`src/design/spd_pkg.sv`:
```
// shared types and constants for the stable priority deque
// no dependencies
`timescale 1ns / 1ps

package spd_pkg;

   localparam int DEPTH_DEFAULT = 16;
   localparam int ID_W          = 16;
   localparam int PRIO_W        = 8;
   localparam int COUNT_W       = 5;

   typedef enum logic [1:0] {
      ACT_INSERT    = 2'd0,
      ACT_POP_FRONT = 2'd1,
      ACT_POP_REAR  = 2'd2,
      ACT_SEARCH    = 2'd3
   } action_type;

   typedef enum logic [1:0] {
      ST_OK        = 2'd0,
      ST_EMPTY     = 2'd1,
      ST_FULL      = 2'd2,
      ST_NOT_FOUND = 2'd3
   } status_type;

   typedef struct packed {
      logic [ID_W-1:0]   id;
      logic [PRIO_W-1:0] prio;
   } entry_type;

   typedef struct packed {
      status_type         status;
      logic [ID_W-1:0]    id;
      logic [PRIO_W-1:0]  prio;
      logic [COUNT_W-1:0] count;
   } result_type;

endpackage

```
`src/design/spd_slot_ram.sv`:
```
// slot memory: one write port, one read port, registered read data
// depends on spd_pkg
`timescale 1ns / 1ps

module spd_slot_ram #(
   parameter int DEPTH = spd_pkg::DEPTH_DEFAULT,
   parameter int AW    = $clog2(DEPTH)
) (
   input  logic                clock,
   input  logic                wr_en,
   input  logic [AW-1:0]       wr_addr,
   input  spd_pkg::entry_type  wr_data,
   input  logic                rd_en,
   input  logic [AW-1:0]       rd_addr,
   output spd_pkg::entry_type  rd_data
);
   import spd_pkg::*;

   entry_type mem_ff [DEPTH];
   entry_type rd_data_ff;

   always_ff @(posedge clock) begin
      if (wr_en) begin
         mem_ff[wr_addr] <= wr_data;
      end
      if (rd_en) begin
         rd_data_ff <= mem_ff[rd_addr];
      end
   end

   assign rd_data = rd_data_ff;

endmodule

```
`src/design/spd_ctrl.sv`:
```
// request sequencer: walks the circular slot memory one entry per read/eval pair
// depends on spd_pkg and drives spd_slot_ram
`timescale 1ns / 1ps

module spd_ctrl #(
   parameter int DEPTH = spd_pkg::DEPTH_DEFAULT,
   parameter int AW    = $clog2(DEPTH),
   parameter int CW    = $clog2(DEPTH + 1)
) (
   input  logic                          clock,
   input  logic                          reset,
   input  logic                          req_valid,
   output logic                          req_ready,
   input  spd_pkg::action_type           req_action,
   input  logic [spd_pkg::ID_W-1:0]      req_id,
   input  logic [spd_pkg::PRIO_W-1:0]    req_prio,
   output logic                          res_valid,
   input  logic                          res_free,
   output spd_pkg::result_type           res,
   output logic                          wr_en,
   output logic [AW-1:0]                 wr_addr,
   output spd_pkg::entry_type            wr_data,
   output logic                          rd_en,
   output logic [AW-1:0]                 rd_addr,
   input  spd_pkg::entry_type            rd_data
);
   import spd_pkg::*;

   typedef enum logic [2:0] {
      S_IDLE,
      S_READ,
      S_EVAL,
      S_PUT,
      S_DONE
   } state_type;

   state_type         state_ff;
   action_type        act_ff;
   logic [ID_W-1:0]   id_ff;
   logic [PRIO_W-1:0] prio_ff;
   logic [AW-1:0]     idx_ff;
   logic [AW-1:0]     head_ff;
   logic [CW-1:0]     count_ff;
   status_type        status_ff;
   entry_type         found_ff;

   // logical position to physical slot, head-relative with one wrap
   function automatic logic [AW-1:0] phys(input logic [AW-1:0] head,
                                          input logic [CW-1:0] pos);
      logic [AW:0] sum;
      begin
         sum = {1'b0, head} + (AW+1)'(pos);
         if (sum >= (AW+1)'(DEPTH)) begin
            sum = sum - (AW+1)'(DEPTH);
         end
         phys = sum[AW-1:0];
      end
   endfunction

   logic [CW-1:0] idx_ext;
   logic [CW-1:0] idx_next;
   logic [CW-1:0] count_m1;
   logic          accept;

   assign idx_ext  = CW'(idx_ff);
   assign idx_next = idx_ext + 1'b1;
   assign count_m1 = count_ff - 1'b1;
   assign accept   = req_valid && req_ready;

   assign req_ready = (state_ff == S_IDLE);
   assign rd_en     = (state_ff == S_READ);
   assign rd_addr   = phys(head_ff, idx_ext);

   // writes happen only in eval and put; reads only in read, so no overlap
   always_comb begin
      wr_en   = 1'b0;
      wr_addr = phys(head_ff, idx_next);
      wr_data = '{id: id_ff, prio: prio_ff};
      if (state_ff == S_EVAL && act_ff == ACT_INSERT) begin
         wr_en = 1'b1;
         if (rd_data.prio < prio_ff) begin
            wr_data = rd_data;
         end
      end else if (state_ff == S_PUT) begin
         wr_en   = 1'b1;
         wr_addr = head_ff;
      end
   end

   assign res_valid = (state_ff == S_DONE);
   assign res       = '{status: status_ff, id: found_ff.id, prio: found_ff.prio,
                        count: COUNT_W'(count_ff)};

   always_ff @(posedge clock) begin
      if (reset) begin
         state_ff <= S_IDLE;
         head_ff  <= '0;
         count_ff <= '0;
      end else begin
         case (state_ff)
            S_IDLE: begin
               if (accept) begin
                  act_ff    <= req_action;
                  id_ff     <= req_id;
                  prio_ff   <= req_prio;
                  status_ff <= ST_OK;
                  found_ff  <= '0;
                  case (req_action)
                     ACT_INSERT: begin
                        idx_ff <= AW'(count_m1);
                        if (count_ff == CW'(DEPTH)) begin
                           status_ff <= ST_FULL;
                           state_ff  <= S_DONE;
                        end else if (count_ff == '0) begin
                           state_ff <= S_PUT;
                        end else begin
                           state_ff <= S_READ;
                        end
                     end
                     ACT_POP_FRONT, ACT_POP_REAR: begin
                        idx_ff <= (req_action == ACT_POP_FRONT) ? '0 : AW'(count_m1);
                        if (count_ff == '0) begin
                           status_ff <= ST_EMPTY;
                           state_ff  <= S_DONE;
                        end else begin
                           state_ff <= S_READ;
                        end
                     end
                     default: begin
                        idx_ff <= '0;
                        if (count_ff == '0) begin
                           status_ff <= ST_NOT_FOUND;
                           state_ff  <= S_DONE;
                        end else begin
                           state_ff <= S_READ;
                        end
                     end
                  endcase
               end
            end
            S_READ: begin
               state_ff <= S_EVAL;
            end
            S_EVAL: begin
               case (act_ff)
                  ACT_INSERT: begin
                     // scan from the rear, shifting lower priorities back by one
                     if (rd_data.prio >= prio_ff) begin
                        count_ff <= count_ff + 1'b1;
                        state_ff <= S_DONE;
                     end else if (idx_ff == '0) begin
                        state_ff <= S_PUT;
                     end else begin
                        idx_ff   <= idx_ff - 1'b1;
                        state_ff <= S_READ;
                     end
                  end
                  ACT_POP_FRONT: begin
                     found_ff <= rd_data;
                     count_ff <= count_m1;
                     head_ff  <= (head_ff == AW'(DEPTH - 1)) ? '0 : head_ff + 1'b1;
                     state_ff <= S_DONE;
                  end
                  ACT_POP_REAR: begin
                     found_ff <= rd_data;
                     count_ff <= count_m1;
                     state_ff <= S_DONE;
                  end
                  default: begin
                     if (rd_data.id == id_ff) begin
                        found_ff <= rd_data;
                        state_ff <= S_DONE;
                     end else if (idx_next == count_ff) begin
                        status_ff <= ST_NOT_FOUND;
                        state_ff  <= S_DONE;
                     end else begin
                        idx_ff   <= idx_ff + 1'b1;
                        state_ff <= S_READ;
                     end
                  end
               endcase
            end
            S_PUT: begin
               count_ff <= count_ff + 1'b1;
               state_ff <= S_DONE;
            end
            S_DONE: begin
               if (res_free) begin
                  state_ff <= S_IDLE;
               end
            end
            default: begin
               state_ff <= S_IDLE;
            end
         endcase
      end
   end

endmodule

```
`src/design/stable_priority_deque_core.sv`:
```
// Stable priority deque of up to DEPTH jobs kept in descending priority order,
// equal priorities in arrival order. Jobs live in one single-port-read slot
// memory used as a circular buffer, so remove-front and remove-rear each need
// only a single memory read. Insert walks from the rear, one entry per memory
// read followed by a compare and shift-write, and search walks from the front
// the same way, one entry per read and compare. One request is in work at a
// time; a finished result sits in the output register while the next request
// is taken. No clearing pass after reset.
// depends on spd_pkg, spd_ctrl, spd_slot_ram
`timescale 1ns / 1ps

module stable_priority_deque_core #(
   parameter int DEPTH = spd_pkg::DEPTH_DEFAULT
) (
   input  logic                           clock,
   input  logic                           reset,
   input  logic                           req_valid,
   output logic                           req_ready,
   input  logic [1:0]                     req_action,
   input  logic [spd_pkg::ID_W-1:0]       req_job_id,
   input  logic [spd_pkg::PRIO_W-1:0]     req_job_priority,
   output logic                           rsp_valid,
   input  logic                           rsp_ready,
   output logic [1:0]                     rsp_status,
   output logic [spd_pkg::ID_W-1:0]       rsp_found_id,
   output logic [spd_pkg::PRIO_W-1:0]     rsp_found_priority,
   output logic [spd_pkg::COUNT_W-1:0]    rsp_entry_count
);
   import spd_pkg::*;

   localparam int AW = $clog2(DEPTH);
   localparam int CW = $clog2(DEPTH + 1);

   logic          wr_en;
   logic [AW-1:0] wr_addr;
   entry_type     wr_data;
   logic          rd_en;
   logic [AW-1:0] rd_addr;
   entry_type     rd_data;
   logic          res_valid;
   logic          res_free;
   result_type    res;

   logic          rsp_valid_ff;
   result_type    rsp_ff;

   assign res_free = !rsp_valid_ff || rsp_ready;

   spd_ctrl #(
      .DEPTH (DEPTH),
      .AW    (AW),
      .CW    (CW)
   ) u_ctrl (
      .clock      (clock),
      .reset      (reset),
      .req_valid  (req_valid),
      .req_ready  (req_ready),
      .req_action (action_type'(req_action)),
      .req_id     (req_job_id),
      .req_prio   (req_job_priority),
      .res_valid  (res_valid),
      .res_free   (res_free),
      .res        (res),
      .wr_en      (wr_en),
      .wr_addr    (wr_addr),
      .wr_data    (wr_data),
      .rd_en      (rd_en),
      .rd_addr    (rd_addr),
      .rd_data    (rd_data)
   );

   spd_slot_ram #(
      .DEPTH (DEPTH),
      .AW    (AW)
   ) u_slot_ram (
      .clock   (clock),
      .wr_en   (wr_en),
      .wr_addr (wr_addr),
      .wr_data (wr_data),
      .rd_en   (rd_en),
      .rd_addr (rd_addr),
      .rd_data (rd_data)
   );

   // output register, loaded when the sequencer finishes and the slot is free
   always_ff @(posedge clock) begin
      if (reset) begin
         rsp_valid_ff <= 1'b0;
      end else if (res_valid && res_free) begin
         rsp_valid_ff <= 1'b1;
      end else if (rsp_ready) begin
         rsp_valid_ff <= 1'b0;
      end
   end

   always_ff @(posedge clock) begin
      if (res_valid && res_free) begin
         rsp_ff <= res;
      end
   end

   assign rsp_valid          = rsp_valid_ff;
   assign rsp_status         = rsp_ff.status;
   assign rsp_found_id       = rsp_ff.id;
   assign rsp_found_priority = rsp_ff.prio;
   assign rsp_entry_count    = rsp_ff.count;

endmodule

```
`config.mk`:
```
export PLATFORM = sky130hd
export DESIGN_NAME = stable_priority_deque_core
export DESIGN_NICKNAME = d
export VERILOG_FILES = /design/src/design/spd_pkg.sv /design/src/design/spd_slot_ram.sv /design/src/design/spd_ctrl.sv /design/src/design/stable_priority_deque_core.sv
export SDC_FILE = /design/constraint.sdc
export NUM_CORES = 1
export LEC_CHECK = 0
export BUFFER_PORTS_ARGS = -buffer_cell sky130_fd_sc_hd__clkbuf_2
export CAP_MARGIN = 20
export CELL_PAD_IN_SITES_DETAIL_PLACEMENT = 0
export CELL_PAD_IN_SITES_GLOBAL_PLACEMENT = 2
export CORE_ASPECT_RATIO = 1.25
export CORE_MARGIN = 2
export CORE_UTILIZATION = 48
export CTS_CLUSTER_DIAMETER = 100
export DETAILED_ROUTE_END_ITERATION = 10
export PLACE_DENSITY = 0.88
export SLEW_MARGIN = 20
export SYNTH_ARGS = -nofsm -noshare
export SYNTH_HDL_FRONTEND = slang
export SYNTH_SLANG_ARGS = --single-unit
```
`constraint.sdc`:
```
create_clock -name clock -period 5.9 [get_ports clock]
set_input_delay 0.59 -clock clock [delete_from_list [all_inputs] [get_ports clock]]
set_output_delay 0.59 -clock clock [all_outputs]
set_load 0.02 [all_outputs]
```
==> results.ini, run 1 <==
[clock_tree]
cts-root-buf=clkbuf_16
h-tree-depth=2
clk_latency_ps=570
postCtsHoldBufs=0
clk_path_buf_depth=3
post_cts_buffers=0
clk_pin_slew_ps=60
cts_buffers=48
cts_resized=0
tritoncts=yes
cts_sinks=508

[floorplan]
ios=63
core_sq_um=42100
rows=84
die_h_um=235
dieArea_sq_um=44400
start_util_pct=48.6
dieWidth_um=189

[synth]
yosys-top-cells-area=edfxtp_1, mux4_2, ha_1
synth.avg_cell_area_sq_um=18.7
synth_top_area_share_pct=72.5
ys_types=63
ys_ff_latch=508
async_flop_share_pct=0
synth.net_count=1155
synth-edff-count=495
seq_area_frac_synth_pct=73.8
netlist_top_cells_count=edfxtp_1, mux4_2, nand2_1, and2_1, nor2_1
yosysTopAreaCell=edfxtp_1
ys_warn_count=0
synth_cells=1095
yosysMostFrequentCell=edfxtp_1
synth_ff_type=edfxtp_1
synth_area_sq_um=20500

[critical_path]
path_max_fanout=17
worstSetupPathType=reg2reg
endpoint_kind=flip-flop
startpoint_type=flip-flop
cp_data_arrival_time_ps=3970
required_ps=6160

[sta]
slew-limit-headroom_pct=26.5
fin_crit_ps=3710
setup_viol_count_final=0
holdWs_ps=195
hold_viol=0
worst_pin_slew_ps=1100
setup_tns_ps=0
drv_slew=0
rsz0062_at_grt=false
fmax_mhz=270
finClkSkew_ps=24.4
finalCritPeriodShare_pct=62.8

[global_route]
grt-busiest-layer=met2
groute.usage.overall_pct=19.8
overflow=0
use_met2_pct=34.8
met1_usage_pct=25.4
gr-usage-met3_pct=2.96
grt_max_degree=49
grt_pass1_wl_um=65500
antenna_found_initial=0
grt_pass1_vias=10500

[placed_design]
port_buffers=62
gp_congestion=0.800
hpwl_um=25200

[run_status]
outcome=completed

[detailed_routing]
firstDrtPassIters=5
ant_nets=0
drc=0
post_drt_wl_per_cell_um=24.3
vias=10400
routed_wl_um=43300
via_per_inst=5.81
dr.first_iter.drc_count=929

[power_and_ir_drop]
irDropWorstVdd_mv=0.258
power_density_nw_per_um2=348
p_total_uw=8110
power_leakage_uw=0.00769

[final_layout]
antenna_cells=0
nFillCells=3206
drive_gt1_share_pct=27.1
syn_to_final_growth_pct=13.9
fin_nets=1248

[run]
drv_cap=0

[hold_path]
worstHoldPathType=in2reg

## metal layers
| layer | wire length (um) | part of all wire [%] | up-vias |
|---|---|---|---|
| met5 | 0 | 0 | - |
| met4 | 1220 | 2.8 | 0 |
| met3 | 2540 | 5.9 | 78 |
| met2 | 22400 | 52 | 355 |
| met1 | 17200 | 40 | 5376 |
| li1 | - | - | 4543 |
## power breakdown
part | internal, uW | switching [uW] | leakage, uW
logic | 275 | 416 | 0.00228
registers | 4060 | 45.6 | 0.00458
clock network | 2000 | 1320 | 0.000828
total | 6340 | 1780 | 0.00769
## worst max-delay path: stages (launching register included)
cell and delay, ps:
edfxtp_1 500, inv_1 180, ha_1 370, ha_1 280, a21o_1 170, a21oi_1 160, xnor2_1 150, nor2_2 90
xnor2_2 280, nor3_2 920, buf_12 280
## placed cells by master (no fill, tap or decap), drive strengths merged, types with 2 or more instances in the layout
| cell type | synthesis | final |
|---|---|---|
| nand3b | 2 | 2 |
| xor2 | 25 | 25 |
| nor2 | 34 | 34 |
| ha | 27 | 27 |
| a211oi | 25 | 25 |
| nand4 | 5 | 5 |
| bufinv | 0 | 11 |
| a32oi | 2 | 2 |
| mux2 | 18 | 18 |
| dfxtp | 13 | 13 |
| a21oi | 21 | 21 |
| xnor2 | 12 | 12 |
| or3 | 7 | 7 |
| inv | 26 | 28 |
| buf | 30 | 36 |
| nor3 | 16 | 16 |
| o22ai | 5 | 5 |
| mux4 | 96 | 96 |
| clkbuf | 25 | 113 |
| nor4 | 5 | 5 |
| and2 | 48 | 48 |
| fa | 3 | 3 |
| or2 | 4 | 4 |
| a21o | 4 | 4 |
| nand2 | 69 | 69 |
| o21ai | 18 | 18 |
| clkinvlp | 0 | 4 |
| nand3 | 8 | 8 |
| nor2b | 3 | 3 |
| edfxtp | 495 | 495 |
| clkinv | 0 | 18 |
| a31oi | 30 | 30 |
## through the flow
stage / setup slack [ps] / cells / instance area (sq um) / util (%)
2_1_floorplan: 1780 / 1095 / 20500 / -
3_3_place_gp: 2170 / 1696 / 21600 / 51.3
3_5_place_dp: 2040 / 1697 / 21600 / 51.4
4_1_cts: 2070 / 1783 / 23300 / 55.4
5_1_grt: 1870 / 1783 / 23300 / 55.4
6_report: 2190 / 1783 / 23300 / 55.4
## cell type report
| type | count | area, sq um | share of cell area [%] |
|---|---|---|---|
| flip-flops and latches | 508 | 15100 | 64.8 |
| multi-input cells | 506 | 5090 | 21.8 |
| clock buffers | 51 | 1230 | 5.28 |
| well taps | 559 | 699 | 3.00 |
| repair buffers | 98 | 626 | 2.68 |
| clock inverters | 35 | 469 | 2.01 |
| inverters | 26 | 97.6 | 0.418 |
## sequential cells by signal (all words and copies together), names as in the netlist
signal / flops
rsp_entry_count: 5
rsp_found_id: 16
rsp_found_priority: 8
rsp_status: 2
rsp_valid: 1
u_ctrl.act_ff: 2
u_ctrl.count_ff: 5
u_ctrl.head_ff: 4
u_ctrl.id_ff: 16
u_ctrl.idx_ff: 4
u_ctrl.prio_ff: 8
u_ctrl.res: 24
u_ctrl.state_ff: 3
u_ctrl.status_ff: 2
u_slot_ram.mem_ff: 384
u_slot_ram.rd_data: 24
## kinds of logic after synthesis
logic type,share of synthesized area (%)
adders and majority gates,1.94
buffers and inverters,2.01
muxes,11.6
AOI/OAI and AO/OA,3.87
xor gates and xnor gates,1.69
and+or+nand+nor,5.09
DFF,73.8
## final timing paths
path                                                    from                            endpoint  slack [ps]  cells past startpoint
worst max-delay path              u_ctrl.idx_ff[0]$_DFFE_PP_  u_slot_ram.mem_ff[15][1]$_DFFE_PP_        2190                     10
worst min-delay path                           req_job_id[6]           u_ctrl.id_ff[6]$_DFFE_PP_         190                      1
worst max register to register    u_ctrl.idx_ff[0]$_DFFE_PP_  u_slot_ram.mem_ff[15][1]$_DFFE_PP_        2190                     10
worst min register to register  u_ctrl.res[11]$_SDFFCE_PN0P_     rsp_found_priority[6]$_DFFE_PP_         420                      0
No activity file was read; power rests on OpenSTA's default activity.
==> run 2: changes to the inputs <==
==> constraint.sdc (replaced) <==
create_clock -name clock -period 3.5 [get_ports clock]
set_input_delay 0.35 -clock clock [delete_from_list [all_inputs] [get_ports clock]]
set_output_delay 0.35 -clock clock [all_outputs]
set_load 0.02 [all_outputs]
==> results.ini, run 2 (synthesized netlist as in run 1, its figures left out) <==
[run_status]
outcome=completed

[placed_design]
hpwl_um=26200
port_buffers=62
gp_congestion=0.784
place_area_sq_um=21900

[global_route]
grt_pass1_wl_um=66600
grt_pass1_vias=11000
grt_max_degree=49
antenna_found_initial=0
overflow=0
groute.usage.overall_pct=20.1

[clock_tree]
cts_resized=0
postCtsHoldBufs=25
clk_path_buf_depth=3
cts-root-buf=clkbuf_16
clk_latency_ps=560
post_cts_buffers=0
cts_sinks=508
clk_pin_slew_ps=60
h-tree-depth=2
tritoncts=yes
cts_buffers=48

[floorplan]
rows=84
dieArea_sq_um=44400
dieWidth_um=189
die_h_um=235
ios=63
start_util_pct=48.6
core_sq_um=42100

[sta]
slew-limit-headroom_pct=55.0
fin_crit_ps=3160
hold_viol=0
fmax_mhz=316
finClkSkew_ps=13.0
rsz0062_at_grt=false
finalCritPeriodShare_pct=90.3
setup_viol_count_final=0
drv_slew=0
setup_tns_ps=0
worst_pin_slew_ps=676

[critical_path]
rrSetupSlack_ps=340
rr_startpoint=u_ctrl.idx_ff[0]$_DFFE_PP_
worstSetupPathType=reg2reg
reg2regPathDepth=9
timing.rr.end=u_slot_ram.mem_ff[0][9]$_DFFE_PP_
endpoint_kind=flip-flop
path_max_fanout=24
cp_data_arrival_time_ps=3360
startpoint_type=flip-flop
required_ps=3700

[power_and_ir_drop]
switchingPower_uw=2940
power_frac_seq_pct=52.1
irDropWorstVdd_mv=0.387
p_total_uw=13300
switching_share_pct=22.1
power_density_nw_per_um2=560
power_leakage_uw=0.00788
cellInternalPower_uw=10400
p_comb_share_pct=9.3
p_clk_share_pct=38.6

[final_layout]
largest_reg_flops=384
final_common_cell=edfxtp_1
nFillCells=3157
most-common-layout-cells=edfxtp_1, mux4_2, nand2_1
regMostFlops=u_slot_ram.mem_ff
fin_nets=1297
design_area_sq_um=23800
syn_to_final_growth_pct=15.9
drive_gt1_share_pct=27.4
utilization_pct=56.4
antenna_cells=0

[hold_path]
min_delay_worst_endpoint=u_ctrl.act_ff[0]$_DFFE_PP_
hp-start=req_action[0]
min_path_cells=1
worstHoldPathType=in2reg

[detailed_routing]
dr.first_iter.drc_count=745
via_per_inst=5.74
ant_nets=0
vias=10500
routed_wl_um=43200
post_drt_wl_per_cell_um=23.6
drc=0
firstDrtPassIters=5

[run]
drv_cap=0

==> run 2: cell types whose count changed in the layout (fill, tap and decap cells not counted), sizes merged <==
cell	previous run	this run
inv	28	26
buf	36	60
bufinv	11	5
clkbuf	113	123
dlygate4sd3	0	25
clkinvlp	4	3
==> run 2: power groups by stage <==
stage	Clock [uW]	Sequential [uW]	Combinational, uW
6_report	5130	6920	1240
5_1_grt	5470	6930	1360
4_1_cts	5240	6920	1260
3_5_place_dp	0	7050	1230
3_3_place_gp	0	7050	1210
2_1_floorplan	0	7060	817
==> run 2: final cells by class <==
class,instances,area (sq um),area share [%]
Inverter,26,97.6,0.411
Clock buffer,61,1300,5.48
Tap cell,559,699,2.94
Multi-Input combinational cell,506,5090,21.4
Clock inverter,26,251,1.06
Sequential cell,508,15100,63.7
Timing Repair Buffer,147,1190,4.99
==> run 2: layer usage <==
layer	up-vias	track usage, %	wire length (um)
li1	4639	-	-
met1	5492	26.5	17600
met2	326	34.1	22000
met3	70	3.53	2360
met4	0	6.06	1150
met5	-	0	0
==> run 2: stage by stage <==
step	setup WS [ps]	hold slack, ps	std cells
2_1_floorplan	-616	400	1095
3_3_place_gp	419	401	1720
3_5_place_dp	349	406	1720
4_1_cts	324	7.27	1832
5_1_grt	95.4	19.5	1833
6_report	340	31.5	1833
==> run 2: critical path, cell delays in order, from the launching register on <==
cell and delay [ps]:
edfxtp_1 490, inv_1 170, ha_1 370, inv_1 70, fa_1 370, xor2_1 300
a31oi_1 210, or2_2 340, nor2_2 80, buf_4 390
==> run 2: how the worst max path moves through the flow <==
| stage | to | from |
|---|---|---|
| after global placement | u_slot_ram.mem_ff[5][10]$_DFFE_PP_ | u_ctrl.idx_ff[0]$_DFFE_PP_ |
| after floorplan | u_slot_ram.mem_ff[7][0]$_DFFE_PP_ | u_ctrl.idx_ff[0]$_DFFE_PP_ |
| final | u_slot_ram.mem_ff[0][9]$_DFFE_PP_ | u_ctrl.idx_ff[0]$_DFFE_PP_ |
| after global routing | u_slot_ram.mem_ff[0][5]$_DFFE_PP_ | u_ctrl.idx_ff[0]$_DFFE_PP_ |
| after CTS | u_slot_ram.mem_ff[5][7]$_DFFE_PP_ | u_ctrl.idx_ff[0]$_DFFE_PP_ |
| after detailed placement | u_slot_ram.mem_ff[7][7]$_DFFE_PP_ | u_ctrl.idx_ff[0]$_DFFE_PP_ |
==> run 3: changes to the inputs <==
--- a/config.mk
+++ b/config.mk
@@ -5,16 +5,18 @@
 export SDC_FILE = /design/constraint.sdc
 export NUM_CORES = 1
 export LEC_CHECK = 0
+export ABC_AREA = 1
 export BUFFER_PORTS_ARGS = -buffer_cell sky130_fd_sc_hd__clkbuf_2
 export CAP_MARGIN = 20
 export CELL_PAD_IN_SITES_DETAIL_PLACEMENT = 0
 export CELL_PAD_IN_SITES_GLOBAL_PLACEMENT = 2
 export CORE_ASPECT_RATIO = 1.25
 export CORE_MARGIN = 2
-export CORE_UTILIZATION = 48
+export CORE_UTILIZATION = 45
+export CTS_BUF_LIST = sky130_fd_sc_hd__clkbuf_2
 export CTS_CLUSTER_DIAMETER = 100
 export DETAILED_ROUTE_END_ITERATION = 10
-export PLACE_DENSITY = 0.88
+export PLACE_DENSITY = 0.9
 export SLEW_MARGIN = 20
 export SYNTH_ARGS = -nofsm -noshare
 export SYNTH_HDL_FRONTEND = slang
==> results.ini, run 3 <==
[sta]
finalCritPeriodShare_pct=93.6
finClkSkew_ps=77.7
drv_slew=0
fin_crit_ps=3280
fin_ws_ps=223
slew-limit-headroom_pct=50.9
worst_pin_slew_ps=736
setup_tns_ps=0
fmax_mhz=305
rsz0062_at_grt=false
setup_viol_count_final=0
hold_viol=0

[final_layout]
regMostFlops=u_slot_ram.mem_ff
nFillCells=3929
design_area_sq_um=24200
fin_nets=1964
final_common_cell=edfxtp_1
largest_reg_flops=384
drive_gt1_share_pct=17.7
syn_to_final_growth_pct=15.0
most-common-layout-cells=edfxtp_1, nor2_1, clkbuf_2

[placed_design]
place_area_sq_um=22600
hpwl_um=28500
gp_congestion=0.807
port_buffers=62
preCtsSetupSlack_ps=223

[synth]
synth_cells=1685
synth_ff_type=edfxtp_1
netlist_top_cells_count=edfxtp_1, nor2_1, nand2_1, o21ai_0, inv_1
yosysMostFrequentCell=edfxtp_1
synth_area_sq_um=21000
synth.net_count=1745
yosysTopAreaCell=edfxtp_1
yosys-top-cells-area=edfxtp_1, nor2_1, nand2_1
synth_top_area_share_pct=70.7
ys_types=39
seq_area_frac_synth_pct=71.9
ys_warn_count=0
synth-edff-count=495
ys_ff_latch=508
async_flop_share_pct=0
synth.avg_cell_area_sq_um=12.5

[detailed_routing]
vias=13500
dr.first_iter.drc_count=929
drt-met1-wl_um=20300
met3WireLength_um=2800
firstDrtPassIters=5
drc=0
post_drt_wl_per_cell_um=17.7
routed-wl-met2_um=21800
top_layer=met4
routed_wl_um=45700
via_per_inst=5.22
ant_nets=0

[critical_path]
startpoint_type=flip-flop
reg2regPathDepth=9
cp_data_arrival_time_ps=3980
worstSetupPathType=reg2reg
rrSetupSlack_ps=220
startpoint=u_ctrl.idx_ff[0]$_DFFE_PP_
endpoint_kind=flip-flop
rr_startpoint=u_ctrl.idx_ff[0]$_DFFE_PP_
path_max_fanout=7
timing.rr.end=u_slot_ram.mem_ff[6][0]$_DFFE_PP_
crit_path_end=u_slot_ram.mem_ff[6][0]$_DFFE_PP_
required_ps=4200

[global_route]
antenna_found_initial=1
groute.usage.overall_pct=19.1
grt_pass1_wl_um=71700
overflow=0
grt_max_degree=123
grt_pass1_vias=13300

[run]
drv_cap=0

[floorplan]
die_h_um=246
rows=88
dieWidth_um=197
core_sq_um=46100
start_util_pct=45.6
ios=63
dieArea_sq_um=48500

[power_and_ir_drop]
p_total_uw=15900
p_clk_share_pct=23.3
power_frac_seq_pct=47.7
cellInternalPower_uw=10300
irDropWorstVdd_mv=0.282
p_comb_share_pct=29.0
power_density_nw_per_um2=656
switchingPower_uw=5530
power_leakage_uw=0.00896
switching_share_pct=34.8

[clock_tree]
h-tree-depth=3
clk_pin_slew_ps=110
clk_latency_ps=1060
cts_buffers=114
cts_sinks=508
clk_path_buf_depth=3
tritoncts=yes
cts-root-buf=clkbuf_2

[run_status]
outcome=completed

[hold_path]
worstHoldPathType=in2reg

[run 3: timing repair]
item                                   in CTS  in global routing
hold buffers                               54                  0
setup buffers                               0                  0
gates resized for setup                     0                  0
endpoints found under the hold margin      72                  0
[run 3: worst min-delay path by stage]
stage                                             from  cells past startpoint                          to  slack (ps)
after global placement    u_ctrl.res[23]$_SDFFCE_PN0P_                      0  rsp_found_id[10]$_DFFE_PP_         400
after CTS                                req_action[1]                      2  u_ctrl.act_ff[1]$_DFFE_PP_           6
after detailed placement  u_ctrl.res[28]$_SDFFCE_PN0P_                      0  rsp_found_id[15]$_DFFE_PP_         400
after floorplan           u_ctrl.res[13]$_SDFFCE_PN0P_                      0   rsp_found_id[0]$_DFFE_PP_         400
after global routing                     req_action[1]                      2  u_ctrl.act_ff[1]$_DFFE_PP_          90
final                                    req_action[1]                      2  u_ctrl.act_ff[1]$_DFFE_PP_         120
[run 3: cell type report]
class                           count  area [sq um]  share of cell area, %
Tap cell                          585           732                   3.03
Antenna cell                        1          2.50                 0.0103
Sequential cell                   508         15100                   62.5
Clock buffer                      164           821                   3.39
Inverter                          116           438                   1.81
Multi-Input combinational cell    974          5160                   21.3
Timing Repair Buffer              190          1660                   6.85
Clock inverter                     44           250                   1.03
[run 3: metrics by stage]
| stage | hold slack (ps) | cells | util (%) |
|---|---|---|---|
| 2_1_floorplan | 400 | 1685 | - |
| 3_3_place_gp | 401 | 2319 | 48.9 |
| 3_5_place_dp | 405 | 2319 | 48.9 |
| 4_1_cts | 5.72 | 2581 | 52.4 |
| 5_1_grt | 93.7 | 2582 | 52.4 |
| 6_report | 119 | 2582 | 52.4 |
[run 3: per-layer routing]
metal	vias up	global-route usage, %
met5	-	0
met4	0	6.83
met3	64	3.33
met2	411	31.4
met1	6461	25.6
li1	6544	-
[run 3: critical path, stage by stage, from the launching register on]
cell and delay (ps):
edfxtp_1 490, inv_1 240, ha_1 310, inv_1 100
fa_1 400, or2_2 290, o21ai_0 220, nand3_1 420
nor2_2 290, buf_4 210
[run 3: logic make-up (layout without fill, tap and decap cells)]
kind of cell,Yosys count,in the layout,share of synthesized area (%)
xor gates and xnor gates,14,14,0.583
muxes,24,24,1.14
adders and majority gates,30,30,1.89
and+or+nand+nor,598,598,11.3
DFF,508,508,71.9
AOI/OAI and AO/OA,308,308,9.02
buffers and inverters,203,514,4.15
other,0,1,0
[run 3: power by group through the flow]
stage               sequential, uW  combinational [uW]  clock [uW]
floorplan                     7790                3000           0
global route                  7620                5140        4120
finish                        7570                4600        3700
CTS                           7570                4620        3830
detailed placement            7710                4550           0
global placement              7700                4470           0
